**config.mk**
```make
export PLATFORM = sky130hd
export DESIGN_NAME = finger_detect_base_update
export DESIGN_NICKNAME = d
export VERILOG_FILES = /design/src/rtl/fdbu_pkg.sv /design/src/rtl/finger_detect_base_update.sv /design/src/rtl/fdbu_decode.sv /design/src/rtl/fdbu_table.sv
export SDC_FILE = /design/constraint.sdc
export NUM_CORES = 1
export LEC_CHECK = 0
export BUFFER_PORTS_ARGS = -buffer_cell sky130_fd_sc_hd__buf_2
export CORE_ASPECT_RATIO = 1.4
export CORE_MARGIN = 2
export CORE_UTILIZATION = 35
export CTS_BUF_LIST = sky130_fd_sc_hd__clkbuf_16
export DETAILED_ROUTE_END_ITERATION = 6
export GPL_ROUTABILITY_DRIVEN = 0
export PLACE_DENSITY = 0.51
export REMOVE_ABC_BUFFERS = 1
export SLEW_MARGIN = 30
export SYNTH_ARGS = -nofsm -noshare
export SYNTH_HDL_FRONTEND = slang
export SYNTH_HIERARCHICAL = 1
export SYNTH_SLANG_ARGS = --single-unit
```
**constraint.sdc**
```tcl
create_clock -name i_clk -period 15.8 [get_ports i_clk]
set_clock_uncertainty 0.05 [all_clocks]
set_input_delay 3.16 -clock i_clk [delete_from_list [all_inputs] [get_ports i_clk]]
set_output_delay 3.16 -clock i_clk [all_outputs]
set_load 0.1 [all_outputs]
```
**src/rtl/fdbu_pkg.sv**
```systemverilog
package fdbu_pkg;

    // Table geometry
    localparam int BASE_ENTRIES = 10;
    localparam int ADDR_W       = (BASE_ENTRIES > 1) ? $clog2(BASE_ENTRIES) : 1;
    localparam int IDX_W        = 4;
    localparam logic [IDX_W-1:0] IDX_MAX = '1;

    // Status words
    localparam logic [15:0] ST_DOWN  = 16'h0002;
    localparam logic [15:0] ST_UP    = 16'h0200;
    localparam logic [15:0] ST_REV_A = 16'h0080;
    localparam logic [15:0] ST_REV_B = 16'h0082;

    // Word building constants
    localparam logic [15:0] UP_DEFAULT_OFFSET = 16'h0015;
    localparam logic [15:0] UP_NOTOUCH_WORD   = 16'h1380;
    localparam logic [7:0]  LOW_MARK          = 8'h80;
    localparam logic [7:0]  NOTOUCH_SUB       = 8'd2;

    // Configuration register indexes
    localparam int CFG_IDX_W = 3;
    localparam logic [CFG_IDX_W-1:0] CFG_ALT_ROUNDS = 3'd0;
    localparam logic [CFG_IDX_W-1:0] CFG_FIXED_2ND  = 3'd1;
    localparam logic [CFG_IDX_W-1:0] CFG_KEEP_MIN   = 3'd2;
    localparam logic [CFG_IDX_W-1:0] CFG_DAC_OFFSET = 3'd3;
    localparam logic [CFG_IDX_W-1:0] CFG_WAIT_MODE  = 3'd4;

    // Wait modes
    localparam logic [1:0] WAIT_IDLE = 2'd0;
    localparam logic [1:0] WAIT_DOWN = 2'd1;
    localparam logic [1:0] WAIT_UP   = 2'd2;

    typedef enum logic [1:0] {
        EV_NONE = 2'd0,
        EV_DOWN = 2'd1,
        EV_UP   = 2'd2,
        EV_REV  = 2'd3
    } t_event;

    typedef enum logic [1:0] {
        FG_UNKNOWN = 2'd0,
        FG_DOWN    = 2'd1,
        FG_UP      = 2'd2
    } t_finger;

    // Decoded request handed to the table stage
    typedef struct packed {
        logic [IDX_W-1:0] idx;
        logic             write;
        logic             use_min;
        logic [15:0]      word;
        t_event           event_code;
        t_finger          finger;
        logic             resend;
        logic             last;
    } t_req;

    // Finished result
    typedef struct packed {
        logic [IDX_W-1:0] idx;
        logic             written;
        logic [15:0]      word;
        t_event           event_code;
        t_finger          finger;
        logic             resend;
        logic             last;
    } t_res;

    // Down-base word: half of the raw value in the high byte
    function automatic logic [15:0] down_word(input logic [15:0] raw);
        return {raw[8:1], LOW_MARK};
    endfunction

    // Up-base word before the keep-minimum limit
    function automatic logic [15:0] up_word(input logic [15:0] raw,
                                            input logic [15:0] dac,
                                            input logic        touched,
                                            input logic        second);
        logic [7:0] off_lo;
        logic [7:0] hi;
        off_lo = (dac == 16'd0) ? UP_DEFAULT_OFFSET[7:0] : dac[7:0];
        hi     = raw[8:1] + off_lo;
        if (!second && !touched) begin
            if (dac == 16'd0) begin
                return UP_NOTOUCH_WORD;
            end
            return {dac[7:0] - NOTOUCH_SUB, LOW_MARK};
        end
        return {hi, LOW_MARK};
    endfunction

endpackage

```
**src/rtl/finger_detect_base_update.sv**
```systemverilog
// Finger-detect base table update. One base entry per request; a new request is taken
// every cycle while the output register is free or being drained, so throughput is one
// entry per clock. The stage register holds a request and its read of the ten-word base
// table (synchronous memory, one read and one write port); it applies the keep-minimum
// limit and writes the word back as it retires into the output register, forwarding
// when consecutive entries hit the same word. Per-entry valid bits make the table read
// as zero after reset, so no clearing pass is needed. Configuration is written through
// the plain write port; the user must do so only while the block is idle; not enforced.
module finger_detect_base_update
    import fdbu_pkg::*;
(
    input  logic                 i_clk,
    input  logic                 i_rst_n,
    // configuration
    input  logic                 i_cfg_we,
    input  logic [CFG_IDX_W-1:0] i_cfg_idx,
    input  logic [15:0]          i_cfg_wdata,
    // input stream
    input  logic                 i_s_axis_tvalid,
    output logic                 o_s_axis_tready,
    input  logic [47:0]          i_s_axis_tdata,  // frame_status, touch_flags, entry_raw
    input  logic                 i_s_axis_tuser,  // entry_valid
    input  logic                 i_s_axis_tlast,  // last_entry
    // output stream
    output logic                 o_m_axis_tvalid,
    input  logic                 i_m_axis_tready,
    output logic [31:0]          o_m_axis_tdata,  // entry_index, table_word, event_code,
                                                  // finger_state, resend_down
    output logic                 o_m_axis_tuser,  // word_written
    output logic                 o_m_axis_tlast   // frame_done
);

    t_req req;
    t_res s1_res;
    t_res r_out;
    logic r_out_vld;
    logic s1_vld;
    logic acc;
    logic adv;

    // Handshake: stage retires into a free or draining output register
    assign adv             = s1_vld && (!r_out_vld || i_m_axis_tready);
    assign o_s_axis_tready = !s1_vld || adv;
    assign acc             = i_s_axis_tvalid && o_s_axis_tready;

    fdbu_decode u_decode (
        .i_clk       (i_clk),
        .i_rst_n     (i_rst_n),
        .i_cfg_we    (i_cfg_we),
        .i_cfg_idx   (i_cfg_idx),
        .i_cfg_wdata (i_cfg_wdata),
        .i_acc       (acc),
        .i_status    (i_s_axis_tdata[15:0]),
        .i_touch     (i_s_axis_tdata[25:16]),
        .i_raw       (i_s_axis_tdata[41:26]),
        .i_valid     (i_s_axis_tuser),
        .i_last      (i_s_axis_tlast),
        .o_req       (req)
    );

    fdbu_table u_table (
        .i_clk    (i_clk),
        .i_rst_n  (i_rst_n),
        .i_acc    (acc),
        .i_req    (req),
        .i_adv    (adv),
        .o_s1_vld (s1_vld),
        .o_res    (s1_res)
    );

    // Output register
    always_ff @(posedge i_clk) begin
        if (!i_rst_n) begin
            r_out_vld <= 1'b0;
        end else if (adv) begin
            r_out_vld <= 1'b1;
        end else if (i_m_axis_tready) begin
            r_out_vld <= 1'b0;
        end
    end

    always_ff @(posedge i_clk) begin
        if (adv) begin
            r_out <= s1_res;
        end
    end

    assign o_m_axis_tvalid = r_out_vld;
    assign o_m_axis_tdata  = {7'd0, r_out.resend, r_out.finger, r_out.event_code,
                              r_out.word, r_out.idx};
    assign o_m_axis_tuser  = r_out.written;
    assign o_m_axis_tlast  = r_out.last;

endmodule

```
**src/rtl/fdbu_decode.sv**
```systemverilog
module fdbu_decode
    import fdbu_pkg::*;
(
    input  logic                 i_clk,
    input  logic                 i_rst_n,
    input  logic                 i_cfg_we,
    input  logic [CFG_IDX_W-1:0] i_cfg_idx,
    input  logic [15:0]          i_cfg_wdata,
    input  logic                 i_acc,
    input  logic [15:0]          i_status,
    input  logic [9:0]           i_touch,
    input  logic [15:0]          i_raw,
    input  logic                 i_valid,
    input  logic                 i_last,
    output t_req                 o_req
);

    logic        r_alt;
    logic        r_fixed;
    logic        r_keep_min;
    logic [15:0] r_dac;
    logic [1:0]  r_wait;

    logic [IDX_W-1:0] r_cnt, n_cnt;
    logic             r_toggle, n_toggle;
    t_finger          r_finger, n_finger;

    t_event     ev;
    logic       in_range;
    logic       touched;
    logic       second;
    logic [15:0] touch_ext;

    // Configuration registers
    always_ff @(posedge i_clk) begin
        if (!i_rst_n) begin
            r_alt      <= 1'b0;
            r_fixed    <= 1'b0;
            r_keep_min <= 1'b0;
            r_dac      <= '0;
            r_wait     <= WAIT_IDLE;
        end else if (i_cfg_we) begin
            case (i_cfg_idx)
                CFG_ALT_ROUNDS: r_alt      <= i_cfg_wdata[0];
                CFG_FIXED_2ND:  r_fixed    <= i_cfg_wdata[0];
                CFG_KEEP_MIN:   r_keep_min <= i_cfg_wdata[0];
                CFG_DAC_OFFSET: r_dac      <= i_cfg_wdata;
                CFG_WAIT_MODE:  r_wait     <= i_cfg_wdata[1:0];
                default: ;
            endcase
        end
    end

    // Status decode
    always_comb begin
        case (i_status)
            ST_DOWN:            ev = EV_DOWN;
            ST_UP:              ev = EV_UP;
            ST_REV_A, ST_REV_B: ev = EV_REV;
            default:            ev = EV_NONE;
        endcase
    end

    // Per-entry decisions; touch bits above bit 9 read as zero
    assign touch_ext = {6'd0, i_touch};
    assign touched   = touch_ext[r_cnt];
    assign in_range  = ({1'b0, r_cnt} < (IDX_W + 1)'(BASE_ENTRIES));
    always_comb begin
        second = r_fixed;
        if (r_alt) begin
            second = (r_cnt == '0) ? r_toggle : ~r_toggle;
        end
    end

    // Next state of counter, round toggle and finger
    always_comb begin
        n_cnt    = r_cnt;
        n_toggle = r_toggle;
        n_finger = r_finger;
        if (i_valid) begin
            if (r_cnt != IDX_MAX) begin
                n_cnt = r_cnt + 1'b1;
            end
            if (ev == EV_DOWN && r_alt && r_cnt == '0) begin
                n_toggle = ~r_toggle;
            end
        end
        if (i_last) begin
            n_cnt = '0;
        end
        if (ev == EV_DOWN) begin
            n_finger = FG_DOWN;
        end else if (ev == EV_UP) begin
            n_finger = FG_UP;
        end
    end

    always_ff @(posedge i_clk) begin
        if (!i_rst_n) begin
            r_cnt    <= '0;
            r_toggle <= 1'b0;
            r_finger <= FG_UNKNOWN;
        end else if (i_acc) begin
            r_cnt    <= n_cnt;
            r_toggle <= n_toggle;
            r_finger <= n_finger;
        end
    end

    // Request for the table stage
    always_comb begin
        o_req.idx        = r_cnt;
        o_req.write      = i_valid && (ev != EV_NONE) && in_range;
        o_req.use_min    = r_keep_min && (ev == EV_DOWN);
        o_req.word       = (ev == EV_DOWN) ? up_word(i_raw, r_dac, touched, second)
                                           : down_word(i_raw);
        o_req.event_code = ev;
        o_req.finger     = n_finger;
        o_req.resend     = (ev == EV_REV) && (r_wait == WAIT_DOWN);
        o_req.last       = i_last;
    end

endmodule

```
**src/rtl/fdbu_table.sv**
```systemverilog
module fdbu_table
    import fdbu_pkg::*;
(
    input  logic i_clk,
    input  logic i_rst_n,
    input  logic i_acc,
    input  t_req i_req,
    input  logic i_adv,
    output logic o_s1_vld,
    output t_res o_res
);

    logic [15:0]             r_mem [BASE_ENTRIES];
    logic [BASE_ENTRIES-1:0] r_ent_vld;

    logic        r_s1_vld;
    t_req        r_s1;
    logic [15:0] r_rd_data;
    logic        r_rd_vld;
    logic        r_fwd;
    logic [15:0] r_fwd_word;

    logic [ADDR_W-1:0] rd_addr;
    logic [ADDR_W-1:0] wr_addr;
    logic [15:0]       prev;
    logic [15:0]       fin_word;
    logic              wr_en;

    assign rd_addr = i_req.idx[ADDR_W-1:0];
    assign wr_addr = r_s1.idx[ADDR_W-1:0];
    assign wr_en   = i_adv && r_s1.write;

    // Stored word; unwritten entries read as zero, same-entry write forwarded
    assign prev     = r_fwd ? r_fwd_word : (r_rd_vld ? r_rd_data : 16'd0);
    assign fin_word = (r_s1.use_min && r_s1.word > prev) ? prev : r_s1.word;

    // Stage register
    always_ff @(posedge i_clk) begin
        if (!i_rst_n) begin
            r_s1_vld <= 1'b0;
            r_fwd    <= 1'b0;
        end else begin
            if (i_acc) begin
                r_s1_vld <= 1'b1;
                r_fwd    <= wr_en && (r_s1.idx == i_req.idx);
            end else if (i_adv) begin
                r_s1_vld <= 1'b0;
            end
        end
    end

    always_ff @(posedge i_clk) begin
        if (i_acc) begin
            r_s1       <= i_req;
            r_fwd_word <= fin_word;
        end
    end

    // Table memory, read at request, written when the stage retires
    always_ff @(posedge i_clk) begin
        if (i_acc && i_req.write) begin
            r_rd_data <= r_mem[rd_addr];
        end
        if (wr_en) begin
            r_mem[wr_addr] <= fin_word;
        end
    end

    // Entry valid bits stand in for the cleared table
    always_ff @(posedge i_clk) begin
        if (!i_rst_n) begin
            r_ent_vld <= '0;
            r_rd_vld  <= 1'b0;
        end else begin
            if (i_acc && i_req.write) begin
                r_rd_vld <= r_ent_vld[rd_addr];
            end
            if (wr_en) begin
                r_ent_vld[wr_addr] <= 1'b1;
            end
        end
    end

    assign o_s1_vld = r_s1_vld;

    always_comb begin
        o_res.idx        = r_s1.idx;
        o_res.written    = r_s1.write;
        o_res.word       = r_s1.write ? fin_word : 16'd0;
        o_res.event_code = r_s1.event_code;
        o_res.finger     = r_s1.finger;
        o_res.resend     = r_s1.resend;
        o_res.last       = r_s1.last;
    end

endmodule
```
# Yosys cells after proc, flatten, opt, wreduce, memory -nomap -nowiden
# Memories as Yosys holds them, arrays and structs flattened. A register that Yosys moved wholly into a read port is not among the register bits.
# Cells that the tools add are included.
dict set report totals {
  output_inout_bits 36
  in_bits 74
  memories 1
  reg_bits 113
  word_cells 124
  ramBits 160
}
dict set report classes {
  eq_ne 14
  n_reduce_logical 37
  magnitude_cmp 5
  bitwise_logic 2
  n_addsub 3
  muxes 32
}
# memory depth width read_ports rd_ports_with_merged_regs wr line_no
set memory_table {}
lappend memory_table {u_table.r_mem 10 16 1 1 1 fdbu_table.sv:13} ;# logic [15:0] r_mem [BASE_ENTRIES];
# op n
set ops {}
lappend ops {{$mux W16} 8}
lappend ops {{$eq A16 B8 Y1 const B} 2}
lappend ops {{$eq A16 B10 Y1 const B} 1}
lappend ops {{$eq A16 B2 Y1 const B} 1}
lappend ops {{$gt A16 B16 Y1} 1}
lappend ops {{$logic_not A16 Y1} 1}
lappend ops {{$logic_and A1 B1 Y1} 14}
lappend ops {{$mux W1} 14}
lappend ops {{$mux W4} 3}
lappend ops {{$reduce_and A2 Y1} 6}
lappend ops {{$lt A4 B5 Y1 const B} 2}
lappend ops {{$or A10 B10 Y10} 1}
lappend ops {{$reduce_bool A2 Y1} 5}
lappend ops {{$add A8 B8 Y8} 1}
lappend ops {{$bmux W1 S4} 2}
lappend ops {{$mux W8} 1}
lappend ops {{$sub A8 B2 Y8 const B} 1}
lappend ops {{$eq A3 B2 Y1 const B} 2}
lappend ops {{$pmux W2 S3} 1}
lappend ops {{$reduce_and A3 Y1} 2}
lappend ops {{$add A4 B1 Y4 const B} 1}
lappend ops {{$demux W1 S4} 1}
lappend ops {{$eq A2 B1 Y1 const B} 2}
lappend ops {{$eq A2 B2 Y1 const B} 2}
lappend ops {{other kinds (13)} 18}

# Longest topological paths before layout
dict set report logic_depth {
  word_depth 10
  ltp_mapped 13
  depth_no_buf 12
}

# Modules after synthesis
# The synthesis kept the hierarchy.
# mod cells_per_inst instances seq_area_each_um2 area_per_inst_um2
set by_module_without_submodules {}
lappend by_module_without_submodules {fdbu_table 557 1 6866.6 9654.3}
lappend by_module_without_submodules {fdbu_decode 278 1 560.5 2102.0}
lappend by_module_without_submodules {finger_detect_base_update 41 1 830.8 925.9}

# Worst setup path before layout
# No wires, ideal clock.
dict set report synth_timing {
  kind {input to register}
  from {in i_m_axis_tready}
  to {mem u_table.r_mem[9][0] (enable)}
  stages 4
  required_ns 15.310
  t_arrival_ns 6.734
  setup_time_ns 0.440
  setup_slack_ns 8.576
  n_path_buf 0
  path_cell_list {nor2b_4 -> nor2b_1 -> nand2_1 -> nor4b_1}
}
dict set report synth_via {
  elab_chain_cells 5
}
# item line_no
set synth_rtl {}
lappend synth_rtl {{start, declared} finger_detect_base_update.sv:26} ;# input logic i_m_axis_tready,
lappend synth_rtl {{$logic_or A1 B1 Y1} finger_detect_base_update.sv:42} ;# assign adv = s1_vld && (!r_out_vld || i_m_axis_tready);
lappend synth_rtl {{$logic_and A1 B1 Y1} finger_detect_base_update.sv:42}
lappend synth_rtl {{named net adv} finger_detect_base_update.sv:39} ;# logic adv;
lappend synth_rtl {{$logic_and A1 B1 Y1} fdbu_table.sv:31} ;# assign wr_en = i_adv && r_s1.write;
lappend synth_rtl {{$mux W1} fdbu_table.sv:64} ;# if (wr_en) begin
lappend synth_rtl {{$mux W1 (implied by the code)} fdbu_table.sv:65} ;# r_mem[wr_addr] <= fin_word;
lappend synth_rtl {{end, declared} fdbu_table.sv:13}
# The timed path passes the listed nets, and every way through them passes these cells.

# Worst setup path in the final report
dict set report layout_timing {
  from {in i_m_axis_tready}
  to {out o_s_axis_tready}
}
dict set report layout_via {
  elab_chain_cells 3
}
# item line_no
set layout_rtl {}
lappend layout_rtl {{$logic_or A1 B1 Y1} finger_detect_base_update.sv:42}
lappend layout_rtl {{$logic_and A1 B1 Y1} finger_detect_base_update.sv:42}
lappend layout_rtl {{$logic_or A1 B1 Y1} finger_detect_base_update.sv:43} ;# assign o_s_axis_tready = !s1_vld || adv;
lappend layout_rtl {{end, declared} finger_detect_base_update.sv:20} ;# output logic o_s_axis_tready,
# No other way between the ends.

==> summary.txt <==
CP Launch Type: input port
Core Box Area: 0.0358 sq mm
Synth unique cells: 53
GR Util met1: 0.195
Post-CTS Hold Buffers: 0
Total power: 1.61 mW
HPWL after DPL: 16.8 mm
First-pass DRT Iterations: 4
Worst slew pin tran: 0.853 ns
Final cell count without fillers: 1439
Largest net degree at the start of global routing: 54
Die Y: 229 um
Row count: 82
Most area-consuming cells after synthesis: edfxtp_1 58%, dfxtp_1 6.6%, mux4_2 6.4%, mux2i_1 3.2%, nand2_1 2.8%
Critical Path RT: 12.59 ns
RSZ-0062 raised after global routing: false
First-pass GRT wire length: 43.3 mm
Yosys top cell area share: 0.585
Reg2reg end: u_table/r_mem[4][5]$_DFFE_PP_
Count leader, synth: edfxtp_1
GRT busiest layer: met2
Pleak: 4.97 nW
Rel. slew slack: 0.429
Drc violations: 0
Final net count: 1057
Gr usage total: 0.150
Synth Flop Type: edfxtp_1
Synth cell count leaders: 247 x edfxtp_1, 95 x nand2_1, 42 x dfxtp_1
CP max-delay cell: buf_2
Max cap viols: 0
IO Port Bufs: 88
Reg2Reg Launch Point: u_table/r_fwd$_SDFFE_PN0P_
Max VDD drop: 0.0659 mV
Fin area: 0.0144 sq mm
Top cell by count, worst path: buf_2
GR Util met3: 0.0208
Post_cts resized: 0
Vias per cell: 5.01
Crit path kind: input port to primary output
Vias post-DR: 7215
Total CTS buffers: 29
Yosys warning count: 6
Final setup TNS: 0 ns
Post-DRT Antenna Nets: 0
CP peak stage delay: 0.29 ns
Sequential-to-total area share from yosys stat: 0.651
Final Util: 0.402
R2R Setup Slk: 11.11 ns
Hold Slack: 0.367 ns
H-tree Lvls: 1
R2R depth: 10
Yosys reg bits: 289
Area grow syn2layout: 13.5%
Setup ws final: 8.75 ns
Die width: 165 um
Leading area contributor after synthesis: edfxtp_1
Post-DR wirelength/cell: 19.1 um
Final Hold Fails: 0
Worst hold path startpoint: u_table/o_res[0]$_DFFE_PP_
Starting Density: 0.354
CTS clk-pin slew, worst paths: 0.06 ns
Drt total wl: 27.5 mm
Worst path cell trace: buf_2 > nor2b_4 > nand2_1 > buf_2
DRT iter0 DRCs: 516
Setup violators final: 0
Initial antenna violation count: 0
Max clock buf depth: 3
DP Cell Count: 1385
Boundary Pins: 110
DIE AREA: 0.0378 sq mm
Slew Limit Fails: 0
Antenna cells: 0
Type of the most critical hold path: flip-flop to flip-flop
Status: complete, no violations
Worst hold stages: 0
Post-synth EDFFs: 247
CP endpoint kind: primary output
Asr flop ratio synth: 0
Clk sinks: 289
Share of layout cells above drive strength 1: 0.207
Met2 usage: 0.260
PwrDens: 112 mW/mm^2
Post-Syn Instances: 876
Root buf cell: clkbuf_16
Post-layout min period: 7.05 ns
Hold EP: o_m_axis_tlast$_DFFE_PP_
Gr ovfl total: 0
Synthesized area per cell: 14.5 sq um
Crit path DAT: 3.84 ns
Postcts setup bufs: 0
CTS tree: done
Vias in the first global route: 7478
Worst skew pair latency: 0.55 ns
Synthesized area: 0.0127 sq mm
Crit-path max FO: 4
Final period utilization: 0.446
Dpl ws: 8.76 ns
Area after DPL: 0.0135 sq mm
Fmax: 0.142 GHz
==> where the power goes <==
part	total [mW]	internal, mW	switching (mW)
combinational	0.130	0.0394	0.0911
clock	0.623	0.347	0.277
sequential	0.856	0.846	0.00933
total	1.61	1.23	0.377
==> flip-flops by register name, indices dropped and copies added, names as in the netlist, 2 cells and up <==
signal	cells
u_table/r_fwd_word	16
u_table/wr_addr	4
u_table/r_rd_data	16
u_table/o_res	7
u_decode/r_dac	16
u_table/r_ent_vld	10
u_decode/r_wait	2
u_decode/r_cnt	4
u_table/r_s1	17
u_table/r_mem	160
o_m_axis_tdata	25
u_decode/r_finger	2
==> how the worst max path moves through the flow <==
| stage | start | to | slack [ns] | depth (start not counted) |
|---|---|---|---|---|
| finish | i_m_axis_tready | o_s_axis_tready | 8.75 | 4 |
| global route | i_m_axis_tready | o_s_axis_tready | 8.71 | 4 |
| CTS | i_m_axis_tready | o_s_axis_tready | 8.75 | 4 |
| detailed placement | i_m_axis_tready | o_s_axis_tready | 8.76 | 4 |
| global placement | i_m_axis_tready | o_s_axis_tready | 8.77 | 4 |
| floorplan | i_m_axis_tready | u_table/r_mem[9][0]$_DFFE_PP_ | 8.58 | 4 |
==> cell usage in the layout, fill, tap and decap left out, types with 5 or more instances in the layout <==
cell / Yosys / routed
clkbuf_16: 0 / 29
xor2_1: 8 / 8
mux2i_1: 40 / 40
buf_2: 10 / 88
nor2_1: 30 / 30
o21ai_0: 12 / 12
mux2_1: 15 / 15
clkinv_2: 0 / 6
nand2b_1: 9 / 9
nor2b_1: 31 / 29
clkinv_1: 0 / 8
a21oi_1: 30 / 30
nor4_1: 8 / 7
inv_1: 26 / 34
edfxtp_1: 247 / 247
and3_1: 5 / 5
xnor2_1: 9 / 9
nand4_1: 7 / 7
a22o_1: 16 / 16
nand3_1: 7 / 7
ha_1: 27 / 27
conb_1: 3 / 15
o21a_1: 13 / 13
a211oi_1: 18 / 18
a21boi_0: 19 / 19
nor3_1: 11 / 9
mux4_2: 36 / 36
buf_4: 29 / 20
dfxtp_1: 42 / 40
nand2_1: 95 / 95
==> layer usage <==
metal,vias to the layer above,routed length [um]
li1,3415,-
met2,134,14100
met1,3630,11700
met5,-,0
met3,36,1080
met4,0,663
==> area by class of cell <==
type	instances	area [sq um]
fill	3370	21400
sequential	289	8260
multi-input combinational	501	4010
clock buffer	29	726
timing repair buffer	108	591
tap	462	578
clock inverter	24	129
inverter	26	97.6
==> logic make-up after synthesis <==
group	after synthesis	synth area share
flip-flops	289	0.651
AND/OR/NAND/NOR	221	0.0865
multiplexers	95	0.112
other	3	0.000888
XOR/XNOR	17	0.0117
buffers and inverters	98	0.0398
adder cells (fa/ha/maj)	28	0.0282
AO/OA/AOI/OAI	125	0.0694
==> worst max-delay path, delay by kind of cell <==
kind | cells | cell delay, ns
buffers and inverters | 2 | 0.40
AND/OR/NAND/NOR | 2 | 0.26
No activity file was read; power rests on OpenSTA's default activity.
